## src/design/jac_pkg.sv

```systemverilog
// ----------------------------------------------------------------------------
// jac_pkg: shared types and constants for the joystick axis controller mapper
// Field widths, register indexes, reset values, the control state type and
// the structures passed between the top level and its submodules.
// ----------------------------------------------------------------------------
package jac_pkg;

  // Field widths
  localparam int SAMPLE_W   = 10;
  localparam int DZ_W       = 9;
  localparam int TIME_W     = 32;
  localparam int CC_W       = 7;
  localparam int CFG_IDX_W  = 3;
  localparam int CFG_DATA_W = 32;
  localparam int S_TDATA_W  = 48;
  localparam int M_TDATA_W  = 16;

  // Scaled distance is at most 1023 * 127, which needs 17 bits
  localparam int NUM_W       = 17;
  localparam int DIV_COUNT_W = $clog2(NUM_W + 1);

  localparam logic [CC_W-1:0] CC_MAX  = 7'd127;
  localparam logic [CC_W-1:0] CC_ZERO = 7'd0;

  // Reset values of the configuration registers
  localparam logic [SAMPLE_W-1:0] RST_CENTER    = 10'd512;
  localparam logic [DZ_W-1:0]     RST_DZ        = 9'd20;
  localparam logic [SAMPLE_W-1:0] RST_UPPER_END = 10'd1023;
  localparam logic [SAMPLE_W-1:0] RST_LOWER_END = 10'd0;
  localparam logic [SAMPLE_W-1:0] RST_THRESHOLD = 10'd4;
  localparam logic [TIME_W-1:0]   RST_TIMEOUT   = 32'd500;
  localparam logic [CC_W-1:0]     RST_UPPER_CC  = 7'd1;
  localparam logic [CC_W-1:0]     RST_LOWER_CC  = 7'd2;

  // Configuration register indexes
  typedef enum logic [CFG_IDX_W-1:0] {
    REG_CENTER    = 3'd0,
    REG_DEADZONE  = 3'd1,
    REG_UPPER_END = 3'd2,
    REG_LOWER_END = 3'd3,
    REG_THRESHOLD = 3'd4,
    REG_TIMEOUT   = 3'd5,
    REG_UPPER_CC  = 3'd6,
    REG_LOWER_CC  = 3'd7
  } cfg_reg_t;

  // Control sequencer states
  typedef enum logic [2:0] {
    ST_IDLE,
    ST_EVAL,
    ST_DIV,
    ST_SEND,
    ST_DZ_LO,
    ST_DZ_HI
  } state_t;

  // One controller change message
  typedef struct packed {
    logic [CC_W-1:0] number;
    logic [CC_W-1:0] value;
    logic            last;
  } msg_t;

  // Status of the serial divider
  typedef struct packed {
    logic busy;
    logic done;
  } div_stat_t;

endpackage

```

## src/design/jac_serial_div.sv

```systemverilog
// ----------------------------------------------------------------------------
// jac_serial_div: bit-serial restoring divider
// Produces one quotient bit per cycle; the dividend shifts out at the top of
// a shift register while the quotient bits shift in at the bottom.
// ----------------------------------------------------------------------------
module jac_serial_div (
  input  logic                           clk,
  input  logic                           rst,
  input  logic                           start,
  input  logic [jac_pkg::NUM_W-1:0]      dividend,
  input  logic [jac_pkg::SAMPLE_W-1:0]   divisor,
  output jac_pkg::div_stat_t             stat,
  output logic [jac_pkg::NUM_W-1:0]      quotient
);

  logic [jac_pkg::NUM_W-1:0]       dq;
  logic [jac_pkg::SAMPLE_W-1:0]    rem;
  logic [jac_pkg::SAMPLE_W-1:0]    divisor_q;
  logic [jac_pkg::DIV_COUNT_W-1:0] count;
  logic                            busy;
  logic                            done;
  logic [jac_pkg::SAMPLE_W:0]      rem_sh;
  logic [jac_pkg::SAMPLE_W:0]      rem_diff;
  logic                            fits;

  // One restoring step: bring down the next dividend bit and try a subtract.
  always_comb begin
    rem_sh   = {rem, dq[jac_pkg::NUM_W-1]};
    rem_diff = rem_sh - {1'b0, divisor_q};
    fits     = rem_sh >= {1'b0, divisor_q};
  end

  // Step counter and status flags.
  always_ff @(posedge clk) begin
    if (rst) begin
      busy  <= 1'b0;
      done  <= 1'b0;
      count <= '0;
    end else begin
      done <= 1'b0;
      if (start) begin
        busy  <= 1'b1;
        count <= jac_pkg::DIV_COUNT_W'(jac_pkg::NUM_W);
      end else if (busy) begin
        count <= count - 1'b1;
        if (count == jac_pkg::DIV_COUNT_W'(1)) begin
          busy <= 1'b0;
          done <= 1'b1;
        end
      end
    end
  end

  // Shift register holding the partial remainder and the quotient.
  always_ff @(posedge clk) begin
    if (start) begin
      dq        <= dividend;
      rem       <= '0;
      divisor_q <= divisor;
    end else if (busy) begin
      dq  <= {dq[jac_pkg::NUM_W-2:0], fits};
      rem <= fits ? rem_diff[jac_pkg::SAMPLE_W-1:0] : rem_sh[jac_pkg::SAMPLE_W-1:0];
    end
  end

  assign stat.busy = busy;
  assign stat.done = done;
  assign quotient  = dq;

endmodule

```

## src/design/jac_msg_fifo.sv

```systemverilog
// ----------------------------------------------------------------------------
// jac_msg_fifo: two-word output queue
// Holds controller change messages until the downstream side takes them, so
// that the sequencer can move on while a word waits.
// ----------------------------------------------------------------------------
module jac_msg_fifo (
  input  logic          clk,
  input  logic          rst,
  input  logic          push,
  input  jac_pkg::msg_t push_msg,
  output logic          room,
  output logic          out_valid,
  input  logic          out_ready,
  output jac_pkg::msg_t out_msg
);

  jac_pkg::msg_t entries [2];
  logic          wr_ptr;
  logic          rd_ptr;
  logic [1:0]    count;
  logic          pop;

  assign pop       = out_valid && out_ready;
  assign room      = count != 2'd2;
  assign out_valid = count != 2'd0;
  assign out_msg   = entries[rd_ptr];

  // Pointers and fill level.
  always_ff @(posedge clk) begin
    if (rst) begin
      wr_ptr <= 1'b0;
      rd_ptr <= 1'b0;
      count  <= '0;
    end else begin
      if (push) begin
        wr_ptr <= ~wr_ptr;
      end
      if (pop) begin
        rd_ptr <= ~rd_ptr;
      end
      unique case ({push, pop})
        2'b10:   count <= count + 1'b1;
        2'b01:   count <= count - 1'b1;
        default: count <= count;
      endcase
    end
  end

  // Word storage.
  always_ff @(posedge clk) begin
    if (push) begin
      entries[wr_ptr] <= push_msg;
    end
  end

endmodule

```

## src/design/joystick_axis_to_midi_cc.sv

```systemverilog
// ----------------------------------------------------------------------------
// joystick_axis_to_midi_cc: joystick axis to controller change mapper
// Tracks axis activity, applies a deadzone around the centre and scales the
// offset to a 0..127 controller value, sending only changed values.
// ----------------------------------------------------------------------------
// An accepted sample that yields no message (inactive, or already centred)
// returns from evaluation to idle; a fixed value (zero divisor or end on the
// wrong side) passes through the send state, a deadzone entry through both
// deadzone states, each writing its word once the queue has room, and a
// scaled offset through the divide state, where a bit-serial restoring
// divider makes one of its 17 quotient bits per cycle. Results go through a
// two-word output queue, so a waiting word stalls the block only once the
// queue is full. The user must write configuration through cfg_we,
// cfg_index and cfg_data only while the block is idle; it does not enforce this.
module joystick_axis_to_midi_cc (
  input  logic                              clk,
  input  logic                              rst,
  // s_tdata: axis_sample [9:0], now_ms [41:10], zero [47:42]
  input  logic                              s_tvalid,
  output logic                              s_tready,
  input  logic [jac_pkg::S_TDATA_W-1:0]     s_tdata,
  // m_tdata: controller_number [6:0], controller_value [13:7], zero [15:14]
  output logic                              m_tvalid,
  input  logic                              m_tready,
  output logic [jac_pkg::M_TDATA_W-1:0]     m_tdata,
  output logic                              m_tlast,
  input  logic                              cfg_we,
  input  logic [jac_pkg::CFG_IDX_W-1:0]     cfg_index,
  input  logic [jac_pkg::CFG_DATA_W-1:0]    cfg_data
);

  // Configuration registers
  logic [jac_pkg::SAMPLE_W-1:0] center_value;
  logic [jac_pkg::DZ_W-1:0]     deadzone_half_width;
  logic [jac_pkg::SAMPLE_W-1:0] upper_end;
  logic [jac_pkg::SAMPLE_W-1:0] lower_end;
  logic [jac_pkg::SAMPLE_W-1:0] move_threshold;
  logic [jac_pkg::TIME_W-1:0]   timeout_ms;
  logic [jac_pkg::CC_W-1:0]     upper_controller;
  logic [jac_pkg::CC_W-1:0]     lower_controller;

  // Tracking state
  logic [jac_pkg::SAMPLE_W-1:0] previous_sample;
  logic [jac_pkg::TIME_W-1:0]   last_activity_ms;
  logic [jac_pkg::CC_W-1:0]     last_sent_value;
  logic                         is_centered;

  // Current item
  logic [jac_pkg::SAMPLE_W-1:0] sample_q;
  logic [jac_pkg::TIME_W-1:0]   now_q;
  logic                         sel_upper;
  logic [jac_pkg::CC_W-1:0]     cc_value;

  jac_pkg::state_t state;
  jac_pkg::state_t state_next;

  // Evaluation signals
  logic [jac_pkg::SAMPLE_W-1:0] delta;
  logic                         moved;
  logic [jac_pkg::TIME_W-1:0]   act_time;
  logic [jac_pkg::TIME_W-1:0]   elapsed;
  logic                         active;
  logic [jac_pkg::SAMPLE_W:0]   c_plus;
  logic [jac_pkg::SAMPLE_W:0]   s_plus;
  logic                         in_dz;
  logic                         upper;
  logic [jac_pkg::SAMPLE_W-1:0] offset_mag;
  logic [jac_pkg::NUM_W-1:0]    mag_num;
  logic [jac_pkg::SAMPLE_W-1:0] end_sel;
  logic                         den_zero;
  logic                         den_ok;
  logic [jac_pkg::SAMPLE_W-1:0] den_mag;
  logic [jac_pkg::CC_W-1:0]     quot_sat;

  // Sequencer outputs and unit connections
  logic                         div_start;
  jac_pkg::div_stat_t           div_stat;
  logic [jac_pkg::NUM_W-1:0]    div_quot;
  logic                         fifo_push;
  jac_pkg::msg_t                push_msg;
  logic                         fifo_room;
  jac_pkg::msg_t                out_msg;

  // Activity, deadzone and section decisions for the held sample.
  always_comb begin
    delta      = (sample_q > previous_sample) ? sample_q - previous_sample
                                              : previous_sample - sample_q;
    moved      = delta > move_threshold;
    act_time   = moved ? now_q : last_activity_ms;
    elapsed    = now_q - act_time;
    active     = elapsed < timeout_ms;
    c_plus     = {1'b0, center_value} + {2'b00, deadzone_half_width};
    s_plus     = {1'b0, sample_q} + {2'b00, deadzone_half_width};
    in_dz      = ({1'b0, sample_q} <= c_plus) && (s_plus >= {1'b0, center_value});
    upper      = {1'b0, sample_q} > c_plus;
    offset_mag = upper ? sample_q - center_value : center_value - sample_q;
    mag_num    = {offset_mag, 7'b0} - {7'b0, offset_mag};
    end_sel    = upper ? upper_end : lower_end;
    den_zero   = end_sel == center_value;
    den_ok     = upper ? (end_sel > center_value) : (end_sel < center_value);
    den_mag    = upper ? end_sel - center_value : center_value - end_sel;
    quot_sat   = (div_quot > jac_pkg::NUM_W'(jac_pkg::CC_MAX)) ? jac_pkg::CC_MAX
                                                               : div_quot[jac_pkg::CC_W-1:0];
  end

  // Next state.
  always_comb begin
    state_next = state;
    unique case (state)
      jac_pkg::ST_IDLE: begin
        if (s_tvalid) begin
          state_next = jac_pkg::ST_EVAL;
        end
      end
      jac_pkg::ST_EVAL: begin
        priority if (!active) begin
          state_next = jac_pkg::ST_IDLE;
        end else if (in_dz) begin
          state_next = is_centered ? jac_pkg::ST_IDLE : jac_pkg::ST_DZ_LO;
        end else if (den_zero || !den_ok) begin
          state_next = jac_pkg::ST_SEND;
        end else begin
          state_next = jac_pkg::ST_DIV;
        end
      end
      jac_pkg::ST_DIV: begin
        if (div_stat.done) begin
          state_next = jac_pkg::ST_SEND;
        end
      end
      jac_pkg::ST_SEND: begin
        if (cc_value == last_sent_value || fifo_room) begin
          state_next = jac_pkg::ST_IDLE;
        end
      end
      jac_pkg::ST_DZ_LO: begin
        if (fifo_room) begin
          state_next = jac_pkg::ST_DZ_HI;
        end
      end
      jac_pkg::ST_DZ_HI: begin
        if (fifo_room) begin
          state_next = jac_pkg::ST_IDLE;
        end
      end
      default: state_next = jac_pkg::ST_IDLE;
    endcase
  end

  // Sequencer outputs.
  always_comb begin
    s_tready        = 1'b0;
    div_start       = 1'b0;
    fifo_push       = 1'b0;
    push_msg.number = lower_controller;
    push_msg.value  = jac_pkg::CC_ZERO;
    push_msg.last   = 1'b0;
    unique case (state)
      jac_pkg::ST_IDLE: begin
        s_tready = 1'b1;
      end
      jac_pkg::ST_EVAL: begin
        div_start = active && !in_dz && !den_zero && den_ok;
      end
      jac_pkg::ST_SEND: begin
        fifo_push       = (cc_value != last_sent_value) && fifo_room;
        push_msg.number = sel_upper ? upper_controller : lower_controller;
        push_msg.value  = cc_value;
        push_msg.last   = 1'b1;
      end
      jac_pkg::ST_DZ_LO: begin
        fifo_push = fifo_room;
      end
      jac_pkg::ST_DZ_HI: begin
        fifo_push       = fifo_room;
        push_msg.number = upper_controller;
        push_msg.last   = 1'b1;
      end
      default: begin
        s_tready = 1'b0;
      end
    endcase
  end

  // Control state, configuration and tracking registers.
  always_ff @(posedge clk) begin
    if (rst) begin
      state               <= jac_pkg::ST_IDLE;
      center_value        <= jac_pkg::RST_CENTER;
      deadzone_half_width <= jac_pkg::RST_DZ;
      upper_end           <= jac_pkg::RST_UPPER_END;
      lower_end           <= jac_pkg::RST_LOWER_END;
      move_threshold      <= jac_pkg::RST_THRESHOLD;
      timeout_ms          <= jac_pkg::RST_TIMEOUT;
      upper_controller    <= jac_pkg::RST_UPPER_CC;
      lower_controller    <= jac_pkg::RST_LOWER_CC;
      previous_sample     <= '0;
      last_activity_ms    <= '0;
      last_sent_value     <= '0;
      is_centered         <= 1'b0;
    end else begin
      state <= state_next;
      if (cfg_we) begin
        unique case (jac_pkg::cfg_reg_t'(cfg_index))
          jac_pkg::REG_CENTER:    center_value        <= cfg_data[jac_pkg::SAMPLE_W-1:0];
          jac_pkg::REG_DEADZONE:  deadzone_half_width <= cfg_data[jac_pkg::DZ_W-1:0];
          jac_pkg::REG_UPPER_END: upper_end           <= cfg_data[jac_pkg::SAMPLE_W-1:0];
          jac_pkg::REG_LOWER_END: lower_end           <= cfg_data[jac_pkg::SAMPLE_W-1:0];
          jac_pkg::REG_THRESHOLD: move_threshold      <= cfg_data[jac_pkg::SAMPLE_W-1:0];
          jac_pkg::REG_TIMEOUT:   timeout_ms          <= cfg_data[jac_pkg::TIME_W-1:0];
          jac_pkg::REG_UPPER_CC:  upper_controller    <= cfg_data[jac_pkg::CC_W-1:0];
          jac_pkg::REG_LOWER_CC:  lower_controller    <= cfg_data[jac_pkg::CC_W-1:0];
          default:                center_value        <= center_value;
        endcase
      end
      if (state == jac_pkg::ST_EVAL) begin
        if (moved) begin
          last_activity_ms <= now_q;
        end
        if (active) begin
          previous_sample <= sample_q;
        end
      end
      if (state == jac_pkg::ST_SEND && fifo_push) begin
        last_sent_value <= cc_value;
        is_centered     <= 1'b0;
      end
      if (state == jac_pkg::ST_DZ_HI && fifo_push) begin
        is_centered <= 1'b1;
      end
    end
  end

  // Item payload and the value to be sent.
  always_ff @(posedge clk) begin
    if (s_tvalid && s_tready) begin
      sample_q <= s_tdata[jac_pkg::SAMPLE_W-1:0];
      now_q    <= s_tdata[jac_pkg::SAMPLE_W +: jac_pkg::TIME_W];
    end
    if (state == jac_pkg::ST_EVAL) begin
      sel_upper <= upper;
      if (den_zero) begin
        cc_value <= jac_pkg::CC_MAX;
      end else if (!den_ok) begin
        cc_value <= jac_pkg::CC_ZERO;
      end
    end
    if (state == jac_pkg::ST_DIV && div_stat.done) begin
      cc_value <= quot_sat;
    end
  end

  jac_serial_div u_div (
    .clk      (clk),
    .rst      (rst),
    .start    (div_start),
    .dividend (mag_num),
    .divisor  (den_mag),
    .stat     (div_stat),
    .quotient (div_quot)
  );

  jac_msg_fifo u_fifo (
    .clk       (clk),
    .rst       (rst),
    .push      (fifo_push),
    .push_msg  (push_msg),
    .room      (fifo_room),
    .out_valid (m_tvalid),
    .out_ready (m_tready),
    .out_msg   (out_msg)
  );

  // Output word packing.
  assign m_tdata = {2'b00, out_msg.value, out_msg.number};
  assign m_tlast = out_msg.last;

  // A word is only written when the queue has space for it.
  a_push_room: assert property (@(posedge clk) disable iff (rst)
    fifo_push |-> fifo_room)
    else $error("word written to a full output queue");

  // The divider is never running while a new sample can be taken.
  a_ready_div_idle: assert property (@(posedge clk) disable iff (rst)
    s_tready |-> !div_stat.busy)
    else $error("sample accepted while the divider is busy");

  // A finished quotient always finds the sequencer waiting for it.
  a_done_in_div: assert property (@(posedge clk) disable iff (rst)
    div_stat.done |-> state == jac_pkg::ST_DIV)
    else $error("divider finished outside the divide state");

  // The second deadzone word marks the axis as centred.
  a_centred: assert property (@(posedge clk) disable iff (rst)
    (state == jac_pkg::ST_DZ_HI && fifo_push) |=> is_centered)
    else $error("deadzone entry did not set the centred flag");

  // A sent value becomes the last sent value.
  a_last_sent: assert property (@(posedge clk) disable iff (rst)
    (state == jac_pkg::ST_SEND && fifo_push) |=> last_sent_value == $past(cc_value))
    else $error("last sent value not updated after a send");

endmodule

```

## config.mk

```make
export PLATFORM = sky130hd
export DESIGN_NAME = joystick_axis_to_midi_cc
export DESIGN_NICKNAME = d
export VERILOG_FILES = /design/src/design/jac_pkg.sv /design/src/design/jac_serial_div.sv /design/src/design/jac_msg_fifo.sv /design/src/design/joystick_axis_to_midi_cc.sv
export SDC_FILE = /design/constraint.sdc
export NUM_CORES = 1
export LEC_CHECK = 0
export BUFFER_PORTS_ARGS = -buffer_cell sky130_fd_sc_hd__buf_2
export CAP_MARGIN = 20
export CORE_AREA = 4 4 184 186
export CTS_CLUSTER_SIZE = 12
export DETAILED_ROUTE_END_ITERATION = 10
export DIE_AREA = 0 0 188 190
export MAX_ROUTING_LAYER = met4
export PLACE_DENSITY = 0.88
export SLEW_MARGIN = 10
export SYNTH_ARGS = -nofsm -noshare
export SYNTH_HDL_FRONTEND = slang
export SYNTH_SLANG_ARGS = --single-unit
```

## constraint.sdc

```tcl
create_clock -name clk -period 9.6 [get_ports clk]
set_input_delay 2.88 -clock clk [delete_from_list [all_inputs] [get_ports clk]]
set_output_delay 2.88 -clock clk [all_outputs]
set_load 0.02 [all_outputs]
```

After elaboration in Yosys (flattened, before gate mapping) --
Memory sizes are Yosys's and may differ from the RTL's. A register that Yosys moved wholly into a read port is not among the register bits. Index checks and enable logic that the tools add are counted.
Cells by class: add/sub/neg operators 14, order comparisons 10, equal/unequal tests 25, muxes and demuxes 44, bitwise operators 3, reduce and logical (&&, ||, !) cells 37
Operators by type and width (count):
- $sub 10x10->10 | 7
- $mux 10 | 5
- $mux 7 | 7
- $mux 17 | 2
- $lt 32x32->1 | 1
- $mux 32 | 1
- $sub 32x32->32 | 1
- $gt 10x10->1 | 3
- $mux 3 | 8
- $add 10x9->11 | 2
- $ge 11x10->1 | 2
- $reduce_and 2->1 | 10
- $eq 3x3->1 const B | 6
- $pmux 3 s6 | 1
- $gt 17x7->1 const B | 1
- $sub 17x10->17 | 1
- $mux 1 | 15
- $pmux 7 s2 | 1
- $eq 3x2->1 const B | 4
- $gt 10x11->1 | 1
- $le 10x11->1 | 1
- $eq 10x10->1 | 1
- $logic_and 1x1->1 | 10
- $lt 10x10->1 | 1
- other kinds (23) | 41
Storage, ports and cells: register bits 246, RAM bits 30, input bits 88, output and inout port bits 19, memories kept 1
Memories:
- u_fifo.entries | words 2, width 15, rd ports 1, clocked after Yosys merged registers in 1, write ports 1, line jac_msg_fifo.sv:17 | jac_pkg::msg_t entries [2];

Depth between registers and ports, before layout --
Gate-level depths: netlist of run 1.
depth in word-level cells 11, mapped depth 46

Cells and area by module --
From an unflattened synthesis of run 1, not the netlist that was laid out.
Unflattened totals: cells, all modules 1854, area total of the unflattened synthesis 17454.2 um^2
By module, submodules not included:
- joystick_axis_to_midi_cc | times used 1, cells each 1592, area an instance 13912.1 um^2
- jac_serial_div | times used 1, cells each 192, area an instance 2248.4 um^2
- jac_msg_fifo | times used 1, cells each 70, area an instance 1293.7 um^2

Worst setup path after synthesis of run 1 --
OpenSTA, ideal clock, no wires.
kind reg2reg, start point register sample_q[0] (netlist bit), end point register u_div.dq (netlist bit u_div.quotient[0]) (enable), setup time 0.337 ns, arrival time 9.025 ns, setup slack 0.238 ns, cell stages (with the launch flop) 45, path buffers 4, path through edfxtp_1 -> inv_1 -> ha_1 -> inv_1 -> fa_1 -> a211oi_1 -> o21ai_1 -> a41oi_1 -> a21oi_1 -> buf_2 -> mux2i_1 -> a2bb2oi_1 -> o211ai_1 -> a41o_1 -> a21oi_1 -> xnor2_1 -> ha_1 -> nand4_1 -> [... 9 more ...] -> o21ai_0 -> nor2_1 -> o211ai_1 -> a41oi_1 -> o21ai_0 -> a21oi_1 -> xnor2_1 -> ha_1 -> a2111oi_0 -> o21ai_0 -> a311oi_1 -> o21ai_0 -> a31o_2 -> a31oi_1 -> and3b_1 -> clkbuf_8 -> buf_2 -> or2_2
Between the ends: cells in the longest elaborated chain, start to end 11
RTL lines:
- start: declaration | line joystick_axis_to_midi_cc.sv:49 | logic [jac_pkg::SAMPLE_W-1:0] sample_q;
- start signal: assignment | line joystick_axis_to_midi_cc.sv:237 | sample_q <= s_tdata[jac_pkg::SAMPLE_W-1:0];
- $sub 10x10->10, or another cell as far along | line joystick_axis_to_midi_cc.sv:87 | : previous_sample - sample_q;
- $mux 10 | line joystick_axis_to_midi_cc.sv:86 | delta = (sample_q > previous_sample) ? sample_q - previous_sample
- $gt 10x10->1 | line joystick_axis_to_midi_cc.sv:88 | moved = delta > move_threshold;
- $mux 32
- $sub 32x32->32 | line joystick_axis_to_midi_cc.sv:90 | elapsed = now_q - act_time;
- $lt 32x32->1 | line joystick_axis_to_midi_cc.sv:91 | active = elapsed < timeout_ms;
- $logic_and 1x1->1 (2 in a row) | line joystick_axis_to_midi_cc.sv:163 | div_start = active && !in_dz && !den_zero && den_ok;
- $logic_and 1x1->1 (*) | line joystick_axis_to_midi_cc.sv:163
- $mux 1 (*) | line joystick_axis_to_midi_cc.sv:158 | unique case (state)
- $reduce_bool 2->1 (no source line) (*)
- end signal: assignment | line jac_serial_div.sv:57 | dq <= dividend;
- end signal: assignment | line jac_serial_div.sv:61 | dq <= {dq[jac_pkg::NUM_W-2:0], fits};
- end: declaration | line jac_serial_div.sv:16 | logic [jac_pkg::NUM_W-1:0] dq;
Every way passes the cells marked *; elsewhere a longest branch is shown, timed or not. A chain may end at the register's enable or synchronous reset.

Worst setup path in the final report of run 1 --
start point register sample_q[0] (netlist bit), end point register u_div.dq (netlist bit u_div.quotient[16]) (data pin)
Between the ends: cells in the longest elaborated chain, start to end 11
RTL lines:
- $sub 10x10->10, or another cell as far along | line joystick_axis_to_midi_cc.sv:87
- $mux 10 (*) | line joystick_axis_to_midi_cc.sv:86
- $gt 10x10->1 (*) | line joystick_axis_to_midi_cc.sv:88
- $mux 32 (*)
- via act_time, one bit | line joystick_axis_to_midi_cc.sv:60 | logic [jac_pkg::TIME_W-1:0] act_time;
- $sub 32x32->32 (*) | line joystick_axis_to_midi_cc.sv:90
- $lt 32x32->1 (*) | line joystick_axis_to_midi_cc.sv:91
- $logic_and 1x1->1 (*) (3 in a row) | line joystick_axis_to_midi_cc.sv:163
- $mux 1 (*) | line joystick_axis_to_midi_cc.sv:158
- $mux 17 (*) | line jac_serial_div.sv:56 | if (start) begin
The timed path passes the listed nets; every way through them passes the cells marked *.

==> reports/summary.txt, run 1 <==
Leak = 0.00832 uW
Share of the yosys chip area belonging to registers = 0.370
Hold Startpoint = last_activity_ms[18]$_SDFFE_PP0P_
Post-Layout Cell Count = 2618
Standard cell with the maximum stage delay on the critical path = sky130_fd_sc_hd__o41a_1
Number of flops mapped to enable cells by yosys = 107
Sum of overflow across all layers after global routing = 0
Critical path capture point type = flop
Die extent in y = 190 um
Die area = 35700 um^2
Mean instance size in the synthesized netlist = 8.82 um^2
Classification of the worst setup path = flop to flop
Launching element type of the critical path = flop
Average wire per standard cell = 17.1 um
Library cell occupying the most area in the post-synthesis netlist = sky130_fd_sc_hd__dfxtp_1
Worst r2r dst = u_div.quotient[16]$_DFFE_PP_
Width of the die = 188 um
Clock root buffer master = sky130_fd_sc_hd__clkbuf_16
CTS tree = done
Final weighted congestion in routability-driven placement = 0.966
Total DRC errors in the routed layout = 0
Fraction of final layout cells sized beyond drive strength 1 = 0.141
Gate Count Post-Synth = 2029
Top post-synthesis cells by area = sky130_fd_sc_hd__dfxtp_1, sky130_fd_sc_hd__edfxtp_1, sky130_fd_sc_hd__ha_1
Max stage delay on crit path = 0.44 ns
Cell count of the worst hold path = 2
Global-route wire length before repair = 70600 um
Initial core utilization = 0.554
Count of antenna-violating nets left after detailed routing = 0
Result of the run = finished clean
Wire length after detailed routing = 44700 um
Top-area cell type share of the netlist area = 0.190
Setup_tns = 0 ns
Clock Sink Count = 277
All-layer global routing usage = 0.242
Worst Skew = 0.0417 ns
Total of buffers placed on input and output ports = 98
Distinct cells, synth = 92
Placeable core area = 32300 um^2
Placed standard-cell area = 18900 um^2
Endpoint of the worst hold-timing path = last_activity_ms[18]$_SDFFE_PP0P_
Unrepaired setup endpoints after global routing = true
Mapped Area = 17900 um^2
Placed cell count = 2537
Reg-to-reg setup timing slack = 0.30 ns
Row count = 66
Top fanout value on the critical path = 7
Number of register bits inferred by synthesis = 277
Crit share post-route = 0.969
DPL Wire Length = 32600 um
Vias per Instance = 5.80
Cts-stage hold buffer count = 0
Hold Path Class = flop to flop
Maximum number of pins on one net before global-route repair = 104
Asr flop ratio synth = 0
Worst slew margin relative to its limit = 0.299
Post-CTS clock slew at the launch and capture registers of the worst setup and hold paths = 0.06 ns
I/O Pins = 107
Yosys warnings = 0
Data arrival time of the critical path = 9.60 ns
Top flip-flop cell by instance count after synthesis = sky130_fd_sc_hd__dfxtp_1
Setup violators final = 0
Worst flop-to-flop path startpoint = sample_q[0]$_DFFE_PP_
CTS Buffer Depth = 3
TritonRoute pass-1 iters = 6
H-tree depth = 1
Power per Cell Area = 369 nW/um^2
TritonCTS Buffers = 30
Max-slew violation total from the final report = 0
Required time of the critical path = 9.90 ns
DR vias = 15200
Vias in the first global route = 14700
Fin util = 0.632
Final Net Count = 2429
First DRT Iteration DRCs = 1152
Cells on worst reg2reg path = 46
Worst-skew pair later-pin latency = 0.59 ns
Final Hold Fails = 0
Synth-to-layout area growth = 14.0%
Highest achievable clock rate = 0.108 GHz
Number of antenna violations at the first check in global routing = 5
Final non-filler cell area = 20400 um^2
Slew @ Worst Pin = 1.05 ns
Time the worst path needs with I/O delays and setup = 9.30 ns
Maximum resistive drop on vdd = 0.000380 V
# Max-Cap Violations = 0
worst max path at each step:
stage | start | end
3_5_place_dp | sample_q[0]$_DFFE_PP_ | u_div.quotient[16]$_DFFE_PP_
2_1_floorplan | sample_q[0]$_DFFE_PP_ | u_div.quotient[0]$_DFFE_PP_
6_report | sample_q[0]$_DFFE_PP_ | u_div.quotient[16]$_DFFE_PP_
5_1_grt | sample_q[0]$_DFFE_PP_ | u_div.quotient[16]$_DFFE_PP_
3_3_place_gp | sample_q[0]$_DFFE_PP_ | u_div.quotient[16]$_DFFE_PP_
4_1_cts | sample_q[0]$_DFFE_PP_ | u_div.quotient[16]$_DFFE_PP_
area by class of cell:
cell class / instances / area [um^2]
antenna: 5 / 12.5
clock buffer: 48 / 881
clock inverter: 7 / 116
fill: 2569 / 11900
inverter: 140 / 541
multi-input combinational: 1537 / 10600
sequential: 277 / 6620
tap: 442 / 553
timing repair buffer: 162 / 1040
synth_stat cells (48+ instances only):
library cell	number
sky130_fd_sc_hd__o21ai_0	73
sky130_fd_sc_hd__nand2_1	323
sky130_fd_sc_hd__a21oi_1	202
sky130_fd_sc_hd__nor2_1	148
sky130_fd_sc_hd__mux2i_1	60
sky130_fd_sc_hd__edfxtp_1	107
sky130_fd_sc_hd__ha_1	183
sky130_fd_sc_hd__clkbuf_1	48
sky130_fd_sc_hd__dfxtp_1	170
sky130_fd_sc_hd__xnor2_1	61
sky130_fd_sc_hd__inv_1	137
sequential cells by signal, summed over array words and instances (netlist names), 2 cells and up, named ones only:
signal	count
last_activity_ms	32
now_q	32
timeout_ms	32
u_fifo.entries	30
u_div.quotient	17
center_value	10
lower_end	10
move_threshold	10
previous_sample	10
sample_q	10
u_div.divisor_q	10
u_div.rem	10
upper_end	10
deadzone_half_width	9
cc_value	7
last_sent_value	7
lower_controller	7
upper_controller	7
u_div.count	5
state	3
u_fifo.count	2
where the power goes:
part | leakage [uW] | internal (uW) | switching, uW | total, uW
sequential | 0.00237 | 1480 | 155 | 1640
clock | 0.000479 | 683 | 468 | 1150
combinational | 0.00548 | 2070 | 2670 | 4740
total | 0.00832 | 4240 | 3300 | 7530
per-stage QoR:
stage	worst slack [ns]	hold WS, ns	total power, uW
floorplan	0.238	0.432	4940
global placement	-0.0486	0.440	5800
detailed placement	-0.395	0.447	5980
CTS	0.00518	0.455	7190
global route	-0.149	0.475	8120
finish	0.299	0.455	7530
routing by layer:
metal / up-vias / part of all wire / global-route usage / wire length [um]
met5: - / 0 / - / 0
met4: 0 / 0.038 / 0.0912 / 1700
met3: 136 / 0.063 / 0.0378 / 2830
met2: 532 / 0.49 / 0.411 / 21800
met1: 7168 / 0.41 / 0.293 / 18400
li1: 7351 / - / - / -
kinds of logic after synthesis:
kind of cell	count (synthesis)	share of synthesized area
muxes	95	0.0558
xor gates and xnor gates	96	0.0470
other	1	0.000210
DFF	277	0.370
adders and majority gates	193	0.139
AOI/OAI and AO/OA	479	0.169
buffers and inverters	216	0.0498
and+or+nand+nor	672	0.170
layout by cell type, fill, tap and decap left out, types with 23 or more instances in the layout:
cell type,instances
sky130_fd_sc_hd__mux2_2,32
sky130_fd_sc_hd__buf_4,58
sky130_fd_sc_hd__clkbuf_16,33
sky130_fd_sc_hd__inv_1,135
sky130_fd_sc_hd__mux2i_1,54
sky130_fd_sc_hd__xnor2_1,61
sky130_fd_sc_hd__a21o_1,35
sky130_fd_sc_hd__a211oi_1,23
sky130_fd_sc_hd__nor2b_1,33
sky130_fd_sc_hd__nand3_1,24
sky130_fd_sc_hd__ha_1,181
sky130_fd_sc_hd__xor2_1,35
sky130_fd_sc_hd__nand2_1,323
sky130_fd_sc_hd__o21ai_0,68
sky130_fd_sc_hd__buf_2,97
sky130_fd_sc_hd__edfxtp_1,107
sky130_fd_sc_hd__nor2_1,145
sky130_fd_sc_hd__dfxtp_1,170
sky130_fd_sc_hd__nand2b_1,28
sky130_fd_sc_hd__a21oi_1,195
worst max-delay path: cells and delay by family (launching register included):
family	cells	cell delay (ns)
compound gates	23	4.46
fa+ha+maj	6	1.54
simple gates	6	1.24
buf+inv	7	0.72
flops	1	0.39
mux	2	0.38
xor+xnor	2	0.25
what timing repair did:
action	CTS	global route
pin swaps	3	30
endpoints found under the setup margin	57	74
resized for setup	8	50
gates cloned	0	1
setup buffers	4	13
No activity file was read; power rests on OpenSTA's default activity.
==> run 2: changes to the inputs <==
PLACE_DENSITY = default   (was 0.88)
PLACE_DENSITY_LB_ADDON = 0.3   (was default)
==> reports/summary.txt, run 2 (synthesis results as in run 1) <==
Hold Path Class = flop to flop (unchanged)
Die area = 35700 um^2 (unchanged)
Crit share post-route = 0.966 (was 0.969)
Wire length after detailed routing = 44000 um (was 44700 um)
Maximum number of pins on one net before global-route repair = 93 (was 104)
Highest achievable clock rate = 0.108 GHz (about the same)
CTS tree = done (unchanged)
Final Net Count = 2441 (was 2429)
Worst slew margin relative to its limit = 0.262 (was 0.299)
Setup_tns = 0 ns (unchanged)
Standard cell with the maximum stage delay on the critical path = sky130_fd_sc_hd__o41a_1 (unchanged)
Final weighted congestion in routability-driven placement = 0.943 (was 0.966)
Launching element type of the critical path = flop (unchanged)
All-layer global routing usage = 0.241 (was 0.242)
Average wire per standard cell = 16.7 um (was 17.1 um)
Highest-count cells in the layout ignoring fill and taps = sky130_fd_sc_hd__nand2_1, sky130_fd_sc_hd__a21oi_1, sky130_fd_sc_hd__ha_1 (unchanged)
Cts-stage hold buffer count = 0 (unchanged)
Maximum resistive drop on vdd = 0.000268 V (was 0.000380 V)
Required time of the critical path = 10.01 ns (was 9.90 ns)
Filler cell count in the final layout = 2736 (was 2569)
Post-layout worst setup margin = 0.322 ns (was 0.299 ns)
# Max-Cap Violations = 0 (unchanged)
Pre-CTS WS = -0.193 ns (was -0.395 ns)
Data arrival time of the critical path = 9.69 ns (was 9.60 ns)
Initial core utilization = 0.554 (unchanged)
Dominant delay contributor by cell family on the critical path = compound AO/OA/AOI/OAI gates (unchanged)
Clock root buffer master = sky130_fd_sc_hd__clkbuf_16 (unchanged)
Worst-skew pair later-pin latency = 0.57 ns (was 0.59 ns)
I/O Pins = 107 (unchanged)
Setup violators final = 0 (unchanged)
Combined buffer and inverter count along the critical path = 9 (was 7)
Total DRC errors in the routed layout = 0 (unchanged)
Unrepaired setup endpoints after global routing = true (unchanged)
Most Frequent Cell on Critical Path = sky130_fd_sc_hd__buf_4
Worst Skew = 0.0406 ns (was 0.0417 ns)
DR vias = 14800 (was 15200)
Leak = 0.00837 uW (was 0.00832 uW)
Vias per Instance = 5.64 (was 5.80)
Final Hold Fails = 0 (unchanged)
Width of the die = 188 um (unchanged)
Classification of the worst setup path = flop to flop (unchanged)
Vias in the first global route = 14200 (was 14700)
Most common library cell in the layout ignoring fill and taps = sky130_fd_sc_hd__nand2_1 (unchanged)
Max stage delay on crit path = 0.43 ns (was 0.44 ns)
Fraction of final layout cells sized beyond drive strength 1 = 0.148 (was 0.141)
Number of antenna violations at the first check in global routing = 4 (was 5)
Row count = 66 (unchanged)
Time the worst path needs with I/O delays and setup = 9.28 ns (was 9.30 ns)
Registers with the most flip-flops = last_activity_ms: 32 flops, now_q: 32 flops, timeout_ms: 32 flops (unchanged)
Total of buffers placed on input and output ports = 98 (unchanged)
Top fanout value on the critical path = 7 (unchanged)
Hold slack = 0.452 ns (was 0.455 ns)
Die extent in y = 190 um (unchanged)
First DRT Iteration DRCs = 1056 (was 1152)
Global-route wire length before repair = 70000 um (was 70600 um)
H-tree depth = 1 (unchanged)
CTS Buffer Depth = 3 (unchanged)
Post-CTS clock slew at the launch and capture registers of the worst setup and hold paths = 0.06 ns (about the same)
TritonRoute pass-1 iters = 7 (was 6)
Synth-to-layout area growth = 14.5% (was 14.0%)
DPL Wire Length = 32600 um (about the same)
TritonCTS Buffers = 31 (was 30)
Power per Cell Area = 370 nW/um^2 (was 369 nW/um^2)
Placeable core area = 32300 um^2 (unchanged)
Slew @ Worst Pin = 1.10 ns (was 1.05 ns)
Critical path capture point type = flop (unchanged)
Clock Sink Count = 277 (unchanged)
Count of antenna-violating nets left after detailed routing = 0 (unchanged)
Max-slew violation total from the final report = 0 (unchanged)
Result of the run = finished clean (unchanged)
Sum of overflow across all layers after global routing = 0 (unchanged)
[run 2: path summary, 6_finish.rpt]
path / startpoint / to / slack [ns] / cells after the start
setup reg to reg: sample_q[0]$_DFFE_PP_ / u_div.quotient[16]$_DFFE_PP_ / 0.32 / 48
setup / recovery: sample_q[0]$_DFFE_PP_ / u_div.quotient[16]$_DFFE_PP_ / 0.32 / 48
hold / removal: last_activity_ms[15]$_SDFFE_PP0P_ / last_activity_ms[15]$_SDFFE_PP0P_ / 0.45 / 2
hold reg to reg: last_activity_ms[15]$_SDFFE_PP0P_ / last_activity_ms[15]$_SDFFE_PP0P_ / 0.45 / 2
[run 2: layout make-up]
cell class | count | area (um^2) | area share
multi-input cells | 1537 | 10700 | 0.522
clock buffers | 44 | 856 | 0.0418
diodes | 4 | 10.0 | 0.000489
clock inverters | 12 | 93.8 | 0.00458
repair buffers | 173 | 1130 | 0.0553
inverters | 140 | 538 | 0.0263
flip-flops and latches | 277 | 6620 | 0.323
well taps | 442 | 553 | 0.0270
[run 2: where the power goes]
group	internal [uW]	switching [uW]	leakage, uW
clock network	645	470	0.000458
registers	1490	154	0.00237
logic	2150	2670	0.00554
[run 2: worst min-delay path: stages, from the launching register on]
cell	delay [ns]
sky130_fd_sc_hd__dfxtp_1	0.31
sky130_fd_sc_hd__nand2_1	0.05
sky130_fd_sc_hd__a21oi_1	0.05
[run 2: per-stage QoR]
step	utilization	instances	total power (uW)	area (um^2)
global placement	0.590	2551	5890	19100
finish	0.634	2629	7580	20500
CTS	0.621	2608	7190	20000
global route	0.634	2629	8220	20500
detailed placement	0.590	2551	6020	19100
floorplan	-	2030	4940	17900
[run 2: repair_timing]
item                                    in CTS  in global routing
buffers inserted                             1                 14
gates resized for setup                      6                 61
cloned                                       0                  1
pin swaps                                    0                 40
endpoints found under the setup margin      48                 74
[run 2: per-layer routing]
metal  routed length [um]  global-route usage  part of all wire
met5                    0                   -                 0
met4                 1320              0.0686             0.030
met3                 2520              0.0349             0.057
met2                20100               0.383              0.46
met1                20100               0.323              0.46
